`src/rtl/core/clipped_rectangle_fill_top_macros.svh`:
```
// Assertion macros for the clipped rectangle fill block.
// Each macro expects signals named clk and rst_n in the scope where it is used.
`ifndef CLIPPED_RECTANGLE_FILL_TOP_MACROS_SVH
`define CLIPPED_RECTANGLE_FILL_TOP_MACROS_SVH
`ifndef SYNTHESIS
`define CRF_ASSERT_SAME(label, ante, cons, msg) \
    label: assert property (@(posedge clk) disable iff (!rst_n) (ante) |-> (cons)) \
        else $error(msg);
`define CRF_ASSERT_NEXT(label, ante, cons, msg) \
    label: assert property (@(posedge clk) disable iff (!rst_n) (ante) |=> (cons)) \
        else $error(msg);
`else
`define CRF_ASSERT_SAME(label, ante, cons, msg)
`define CRF_ASSERT_NEXT(label, ante, cons, msg)
`endif
`endif

```
`src/rtl/core/crf_pkg.sv`:
```
`default_nettype none

package crf_pkg;

    localparam int unsigned DEF_MAX_WIDTH  = 64;
    localparam int unsigned DEF_MAX_HEIGHT = 64;
    localparam int unsigned DEF_COLOR_BITS = 4;

    localparam int unsigned CMD_W       = 2;
    localparam int unsigned COORD_W     = 16;
    localparam int unsigned COLOR_W     = 4;
    localparam int unsigned POS_W       = 6;
    localparam int unsigned SIZE_W      = 7;
    localparam int unsigned CFG_INDEX_W = 2;
    localparam int unsigned CFG_DATA_W  = 7;
    localparam int unsigned IN_TDATA_W  = 4 * COORD_W + COLOR_W + 2 * POS_W;
    localparam int unsigned OUT_PAD_W   = 3;
    localparam int unsigned OUT_TDATA_W = 1 + COLOR_W + OUT_PAD_W;

    localparam logic [CMD_W-1:0] CMD_CLEAR = 2'd0;
    localparam logic [CMD_W-1:0] CMD_FILL  = 2'd1;
    localparam logic [CMD_W-1:0] CMD_READ  = 2'd2;

    localparam logic [CFG_INDEX_W-1:0] REG_CANVAS_WIDTH  = 2'd0;
    localparam logic [CFG_INDEX_W-1:0] REG_CANVAS_HEIGHT = 2'd1;
    localparam logic [CFG_INDEX_W-1:0] REG_BACKGROUND    = 2'd2;

    localparam logic [SIZE_W-1:0]  RST_CANVAS_WIDTH  = 7'd64;
    localparam logic [SIZE_W-1:0]  RST_CANVAS_HEIGHT = 7'd64;
    localparam logic [COLOR_W-1:0] RST_BACKGROUND    = 4'd0;

    typedef enum logic [2:0] {
        ST_START,
        ST_SWEEP,
        ST_IDLE,
        ST_DECODE,
        ST_PAINT,
        ST_READ,
        ST_DONE
    } ctl_state_t;

    typedef struct packed {
        logic capture;
        logic init_load;
        logic decode;
        logic step;
        logic rd_en;
        logic out_load;
    } dp_cmd_t;

    typedef struct packed {
        logic reject;
        logic is_read;
        logic is_empty;
        logic last_pixel;
        logic out_free;
    } dp_stat_t;

endpackage

`default_nettype wire

```
`src/rtl/core/crf_ctrl.sv`:
```
`default_nettype none

module crf_ctrl
    import crf_pkg::*;
(
    input  wire logic     clk,
    input  wire logic     rst_n,
    input  wire logic     s_tvalid,
    output logic          s_tready,
    input  wire dp_stat_t stat,
    output dp_cmd_t       ctl
);

    ctl_state_t state_reg;
    ctl_state_t state_next;

    always_ff @(posedge clk or negedge rst_n)
    begin
        if (!rst_n)
        begin
            state_reg <= ST_START;
        end
        else
        begin
            state_reg <= state_next;
        end
    end

    always_comb
    begin
        state_next = state_reg;
        case (state_reg)
            ST_START:
            begin
                state_next = ST_SWEEP;
            end
            ST_SWEEP:
            begin
                if (stat.last_pixel)
                begin
                    state_next = ST_IDLE;
                end
            end
            ST_IDLE:
            begin
                if (s_tvalid)
                begin
                    state_next = ST_DECODE;
                end
            end
            ST_DECODE:
            begin
                if (stat.reject || stat.is_empty)
                begin
                    state_next = ST_DONE;
                end
                else if (stat.is_read)
                begin
                    state_next = ST_READ;
                end
                else
                begin
                    state_next = ST_PAINT;
                end
            end
            ST_PAINT:
            begin
                if (stat.last_pixel)
                begin
                    state_next = ST_DONE;
                end
            end
            ST_READ:
            begin
                state_next = ST_DONE;
            end
            ST_DONE:
            begin
                if (stat.out_free)
                begin
                    state_next = ST_IDLE;
                end
            end
            default:
            begin
                state_next = ST_START;
            end
        endcase
    end

    always_comb
    begin
        ctl      = '0;
        s_tready = 1'b0;
        case (state_reg)
            ST_START:
            begin
                ctl.init_load = 1'b1;
            end
            ST_SWEEP, ST_PAINT:
            begin
                ctl.step = 1'b1;
            end
            ST_IDLE:
            begin
                s_tready    = 1'b1;
                ctl.capture = s_tvalid;
            end
            ST_DECODE:
            begin
                ctl.decode = 1'b1;
            end
            ST_READ:
            begin
                ctl.rd_en = 1'b1;
            end
            ST_DONE:
            begin
                ctl.out_load = stat.out_free;
            end
            default:
            begin
                ctl = '0;
            end
        endcase
    end

endmodule

`default_nettype wire

```
`config.mk`:
```
export PLATFORM = sky130hd
export DESIGN_NAME = crf_ctrl
export DESIGN_NICKNAME = d
export VERILOG_FILES = /design/src/rtl/core/clipped_rectangle_fill_top_macros.svh /design/src/rtl/core/crf_pkg.sv /design/src/rtl/core/crf_ctrl.sv
export SDC_FILE = /design/constraint.sdc
export NUM_CORES = 1
export LEC_CHECK = 0
export ABC_AREA = 1
export BUFFER_PORTS_ARGS = -buffer_cell sky130_fd_sc_hd__clkbuf_2
export CAP_MARGIN = 30
export CORE_AREA = 2 2 39 41
export CTS_CLUSTER_DIAMETER = 80
export CTS_CLUSTER_SIZE = 24
export DETAILED_ROUTE_END_ITERATION = 8
export DIE_AREA = 0 0 41 43
export PLACE_DENSITY = 0.55
export SYNTH_ARGS = -nofsm -noshare
export SYNTH_HDL_FRONTEND = slang
export SYNTH_SLANG_ARGS = --single-unit
```
`constraint.sdc`:
```
create_clock -name clk -period 0.9 [get_ports clk]
set_input_delay 0.09 -clock clk [delete_from_list [all_inputs] [get_ports clk]]
set_output_delay 0.09 -clock clk [all_outputs]
set_load 0.005 [all_outputs]
```
==> impl_metrics.py, run 1 <==
metrics = {
    "status": {
        "outcome": "finished, violations left",
        "violations": "negative setup slack",
    },
    "detailed_routing": {
        "first_pass_iters": 4,
        "drt_wl_total_um": 827,
        "vias_per_cell": 4.10,
        "vias": 369,
        "ant_nets": 0,
        "drtIter0Drc": 4,
        "wire_per_inst_um": 9.19,
        "drcViolationCount": 0,
    },
    "layout": {
        "final_nets": 83,
        "syn_to_final_growth_pct": 93.7,
        "n_antenna_cell": 0,
        "largest_reg_flops": 3,
        "nFillCells": 153,
        "drive_gt1_share_pct": 60.8,
    },
    "setup_path": {
        "worstPathRequired_ns": 0.81,
        "path_max_fanout": 6,
        "start_kind": "register",
        "crit_path_end_kind": "output port",
        "worstSetupPathType": "register to output port",
        "arrival_ns": 1.09,
    },
    "synth": {
        "synth-seq-cells": 3,
        "yosysUniqueCellTypes": 13,
        "ys_warn_count": 0,
        "postSynthAreaPerCell_um2": 6.14,
        "synth_area_um2": 277,
        "synth_nets": 53,
        "synth_area_leaders": "dfrtp_1 27%, nor2_1 18%, nand2_1 11%, nand3_1 9.0%, nand4_1 6.8%",
        "synthFlopType": "dfrtp_1",
        "yosysSeqAreaShare_pct": 27.1,
        "yosysTopAreaCell": "dfrtp_1",
        "synth_top_area_share_pct": 27.1,
        "synthArstFlopShare_pct": 100,
        "yosysMostFrequentCell": "nor2_1",
        "synth_commonest_cells": "13 x nor2_1, 8 x nand2_1, 5 x nand3_1",
        "synth_cells": 45,
        "synth_edf_count": 0,
    },
    "global_routing": {
        "grt_pass1_vias": 312,
        "grt_use_met1_pct": 13.6,
        "grt_max_degree": 7,
        "grt_util_all_layers_pct": 10.7,
        "grt_pass1_wl_mm": 1.26,
        "grt.busiest_layer": "met2",
        "antenna_found_initial": 0,
        "grt.met2_usage_pct": 16.3,
        "overflow": 0,
        "grt_use_met3_pct": 3.14,
    },
    "power_and_ir_drop": {
        "total_power_mw": 1.85,
        "p_leak_nw": 0.289,
        "power.density_mw_per_mm2": 3450,
        "irDropWorstVdd_uv": 1140,
    },
    "clock_tree": {
        "clkTransAtPathRegs_ns": 0.04,
        "cts_tree": "done",
        "cts_root_buf": "clkbuf_4",
        "clockBufferDepth": 2,
        "clock_latency_ns": 0.23,
        "h-tree-depth": 1,
        "clock_sinks": 3,
        "cts_made_buffers": 3,
    },
    "sta": {
        "finalMaxSlewViolations": 0,
        "setup_slack_ns": -0.276,
        "worstMarginPinSlew_ns": 0.153,
        "min_period_ns": 1.18,
        "fmax_ghz": 0.850,
        "hold_viol_final": 0,
        "fin_skew_ns": 0.00278,
        "hold_ws_ns": 0.161,
        "rsz0062_at_grt": "true",
        "slew_headroom_pct": 89.8,
        "final-setup-viol-count": 10,
        "finalCritPeriodShare_pct": 131,
    },
    "floorplan": {
        "die_y_um": 43,
        "fp.dieW_um": 41,
        "pin_count": 15,
        "die_area_mm2": 0.00176,
        "rows": 14,
        "start_util_pct": 20.0,
        "core_area_mm2": 0.00138,
    },
    "worst_hold_path": {
        "hp-class": "primary input to register",
    },
    "job": {
        "maxCapViolations": 0,
    },
    "placement": {
        "gp_congestion": 0.781,
        "dp_hpwl_um": 566,
        "portBuffers": 14,
    },
}
cells by family after synthesis:
| group | after synthesis | synth area share, % |
|---|---|---|
| buffers and inverters | 9 | 17.2 |
| AND/OR/NAND/NOR | 33 | 55.7 |
| flip-flops | 3 | 27.1 |
per-stage QoR:
stage                     instance area, um^2  std cells  util (%)  setup slack, ns  setup TNS (ns)
after floorplan                           279         45         -          -0.0438          -0.118
final                                     536         90      38.7           -0.276           -2.32
after CTS                                 483         87      34.9           -0.278           -2.37
after global placement                    373         76      26.9           -0.181          -0.850
after global routing                      536         90      38.7           -0.337           -2.89
after detailed placement                  373         76      26.9           -0.165          -0.872
timing repair:
| item | 4_1_cts | 5_1_grt |
|---|---|---|
| endpoints found under the setup margin | 10 | 10 |
| hold buffers | 1 | 0 |
| endpoints found under the hold margin | 3 | 0 |
| pin swaps | 2 | 6 |
| gates resized for setup | 11 | 11 |
| setup buffers | 6 | 3 |
worst max-delay path, stage by stage (launching register included):
cell and delay [ns]:
dfrtp_2 0.45, inv_4 0.12, nand2_4 0.07, nor2_4 0.10, clkbuf_2 0.12
worst paths after layout:
| kind | from | end | slack (ns) | depth (start not counted) |
|---|---|---|---|---|
| max | state_reg[2] | ctl[4] | -0.28 | 4 |
| min | stat[1] | state_reg[0] | 0.16 | 4 |
| max reg2reg | state_reg[2] | state_reg[1] | -0.21 | 5 |
| min reg2reg | state_reg[0] | state_reg[0] | 0.65 | 2 |
| max in group asynchronous | rst_n | state_reg[1] | 0.58 | 2 |
| min in group asynchronous | rst_n | state_reg[0] | 0.20 | 2 |
placed cells by master, fill, tap and decap left out, types with 3 or more instances in the layout:
cell | Yosys | final
nand2_1 | 8 | 8
nand3_1 | 5 | 3
nand4_1 | 3 | 3
clkbuf_4 | 0 | 3
buf_4 | 1 | 10
clkbuf_2 | 0 | 10
nor2_4 | 0 | 3
buf_2 | 0 | 4
inv_1 | 4 | 4
dfrtp_2 | 0 | 3
nor2_1 | 13 | 9
where the power goes:
group	switching (mW)	internal, mW	total, mW	leakage (nW)
registers	0.129	0.213	0.342	0.0323
logic	0.602	0.670	1.27	0.242
clock network	0.0650	0.166	0.231	0.0150
routing by layer:
layer | vias to the layer above | share of wire, %
li1 | 199 | -
met1 | 159 | 44
met2 | 11 | 53
met3 | 0 | 3.6
met4 | 0 | 0
met5 | - | 0
final cells by class:
class                   count  area, um^2  share of cell area [%]
clock buffers               4        26.3                    4.91
inverters                   7        31.3                    5.84
multi-input cells          33         201                    37.6
flip-flops and latches      3        78.8                    14.7
well taps                  16        20.0                    3.74
repair buffers             27         178                    33.2
Note: power is estimated with default switching activity, not from simulation.
==> run 2: changes to the inputs <==
--- a/config.mk
+++ b/config.mk
@@ -6,14 +6,15 @@
 export NUM_CORES = 1
 export LEC_CHECK = 0
 export ABC_AREA = 1
-export BUFFER_PORTS_ARGS = -buffer_cell sky130_fd_sc_hd__clkbuf_2
 export CAP_MARGIN = 30
 export CORE_AREA = 2 2 39 41
 export CTS_CLUSTER_DIAMETER = 80
 export CTS_CLUSTER_SIZE = 24
 export DETAILED_ROUTE_END_ITERATION = 8
 export DIE_AREA = 0 0 41 43
-export PLACE_DENSITY = 0.55
+export DONT_BUFFER_PORTS = 1
+export PLACE_DENSITY = 0.45
 export SYNTH_ARGS = -nofsm -noshare
 export SYNTH_HDL_FRONTEND = slang
 export SYNTH_SLANG_ARGS = --single-unit
+export TNS_END_PERCENT = 20
==> run 2 against run 1 <==
Against the previous run: the flow still finishes with violations (negative setup slack); via count is 1.6% lower; die area stayed put; setup slack better by 0.011 ns; largest cell class unchanged; largest power group unchanged; highest routed layer unchanged.
==> impl_metrics.py, run 2 (synthesized netlist as in run 1, its figures left out) <==
metrics = {
    "power_and_ir_drop": {
        "switching_share_pct": 40.9,
        "combPwrFrac_pct": 71.3,
        "p_clk_share_pct": 11.4,
        "p_leak_nw": 0.266,
        "p_sw_mw": 0.822,
        "p_int_mw": 1.19,
        "irDropWorstVdd_uv": 1220,
        "power.density_mw_per_mm2": 3710,
        "pwr-share-seq_pct": 17.3,
    },
    "setup_path": {
        "worstPathRequired_ns": 0.81,
        "path_max_fanout": 6,
        "r2r_slack_ns": -0.20,
        "arrival_ns": 1.08,
        "rr_endpoint": "state_reg[0]",
        "start_kind": "register",
        "r2r_cells": 7,
        "worstSetupPathType": "register to output port",
        "crit_path_end_kind": "output port",
        "max_stage_delay_ns": 0.45,
        "crit_chain": "inv_4 > nand3_2 > buf_6 > nor2_4",
        "r2r_start": "state_reg[0]",
        "crit_path_top_delay_cell": "dfrtp_2",
    },
    "global_routing": {
        "grt_max_degree": 8,
        "grt_util_all_layers_pct": 11.8,
        "grt_pass1_vias": 398,
        "grt_pass1_wl_mm": 1.42,
        "overflow": 0,
        "antenna_found_initial": 0,
    },
    "sta": {
        "final-setup-viol-count": 10,
        "fin_skew_ns": 0.0000224,
        "min_period_ns": 1.17,
        "finalMaxSlewViolations": 0,
        "hold_viol_final": 0,
        "setup_slack_ns": -0.265,
        "finalCritPeriodShare_pct": 129,
        "worstMarginPinSlew_ns": 0.176,
        "tns_ns": -2.20,
        "rsz0062_at_grt": "true",
        "slew_headroom_pct": 88.2,
        "fmax_ghz": 0.858,
    },
    "layout": {
        "fin_util_pct": 39.2,
        "largest_reg_flops": 3,
        "n_antenna_cell": 0,
        "most-common-layout-cells": "12 x buf_4, 7 x nand2_1, 7 x nor2_1, 7 x buf_6",
        "syn_to_final_growth_pct": 95.9,
        "layout_commonest_cell": "buf_4",
        "stdcell_count": 83,
        "final_nets": 76,
        "finalInstanceArea_um2": 542,
        "drive_gt1_share_pct": 61.2,
    },
    "floorplan": {
        "core_area_mm2": 0.00138,
        "pin_count": 15,
        "die_area_mm2": 0.00176,
        "rows": 14,
        "start_util_pct": 20.0,
        "die_y_um": 43,
        "fp.dieW_um": 41,
    },
    "detailed_routing": {
        "drtIter0Drc": 9,
        "ant_nets": 0,
        "drcViolationCount": 0,
        "vias_per_cell": 4.37,
        "first_pass_iters": 3,
        "wire_per_inst_um": 9.92,
        "vias": 363,
        "drt_wl_total_um": 823,
    },
    "clock_tree": {
        "clock_latency_ns": 0.23,
        "cts_tree": "done",
        "h-tree-depth": 1,
        "cts_root_buf": "clkbuf_4",
        "cts_made_buffers": 3,
        "clockBufferDepth": 2,
        "clkTransAtPathRegs_ns": 0.03,
        "clock_sinks": 3,
    },
    "placement": {
        "placed_area_um2": 370,
        "portBuffers": 0,
        "gp_congestion": 0.735,
        "dp_cells": 71,
        "dp_hpwl_um": 593,
    },
    "worst_hold_path": {
        "holdCritStartpoint": "stat[1]",
        "holdPathStages": 3,
        "hold_end": "state_reg[0]",
        "hp-class": "primary input to register",
    },
    "status": {
        "violations": "negative setup slack",
        "outcome": "finished, violations left",
    },
    "job": {
        "maxCapViolations": 0,
    },
}
==> run 2: changes by cell type in the layout (fill, tap and decap cells not counted), moves of 2 or more <==
| cell | before | now |
|---|---|---|
| buf_2 | 4 | 0 |
| buf_4 | 10 | 12 |
| buf_6 | 2 | 7 |
| clkbuf_2 | 10 | 0 |
| nor2_1 | 9 | 7 |
==> run 2: cell type report <==
class	count	area, um^2
Fill cell	155	842
Multi-Input combinational cell	33	206
Timing Repair Buffer	20	179
Sequential cell	3	78.8
Inverter	7	31.3
Clock buffer	4	26.3
Tap cell	16	20.0
==> run 2: power groups by stage <==
stage	Clock (mW)	Sequential [mW]	Combinational, mW
2_1_floorplan	0	0.241	0.604
5_1_grt	0.249	0.368	1.59
4_1_cts	0.242	0.333	1.35
3_3_place_gp	0	0.326	0.912
6_report	0.229	0.347	1.43
3_5_place_dp	0	0.326	0.911
==> run 2: how the worst max path moves through the flow <==
| stage | endpoint | cells past startpoint | start |
|---|---|---|---|
| 2_1_floorplan | state_reg[0] | 7 | state_reg[2] |
| 3_3_place_gp | state_reg[0] | 6 | state_reg[2] |
| 3_5_place_dp | state_reg[0] | 6 | state_reg[2] |
| 4_1_cts | ctl[4] | 4 | state_reg[0] |
| 5_1_grt | ctl[0] | 4 | state_reg[0] |
| 6_report | ctl[5] | 4 | state_reg[2] |
==> run 2: metal layers <==
metal / global-route usage, % / share of wire [%] / vias to the layer above
met1: 11.7 / 40 / 172
met4: 8.00 / 0 / 0
met3: 0 / 3.9 / 0
met5: 0 / 0 / -
met2: 21.6 / 56 / 8
li1: - / - / 183
==> run 2: timing repair <==
action / in CTS / in global routing
hold endpoints to repair: 3 / 0
pin swaps: 3 / 2
buffers inserted: 6 / 1
gates resized for setup: 19 / 5
hold buffers: 1 / 0
endpoints found under the setup margin: 10 / 10
gates cloned: 0 / 0
==> run 2: critical path, delay by kind of cell, from the launching register on <==
kind,cells,cell delay [ns]
buffers and inverters,2,0.23
flip-flops,1,0.45
AND/OR/NAND/NOR,2,0.17
==> run 2: through the flow <==
stage | setup slack, ns | power (mW) | hold slack [ns]
2_1_floorplan | -0.0438 | 0.844 | -0.206
5_1_grt | -0.326 | 2.20 | 0.0991
4_1_cts | -0.278 | 1.93 | 0.0902
3_5_place_dp | -0.156 | 1.24 | -0.206
6_report | -0.265 | 2.01 | 0.0778
3_3_place_gp | -0.149 | 1.24 | -0.206
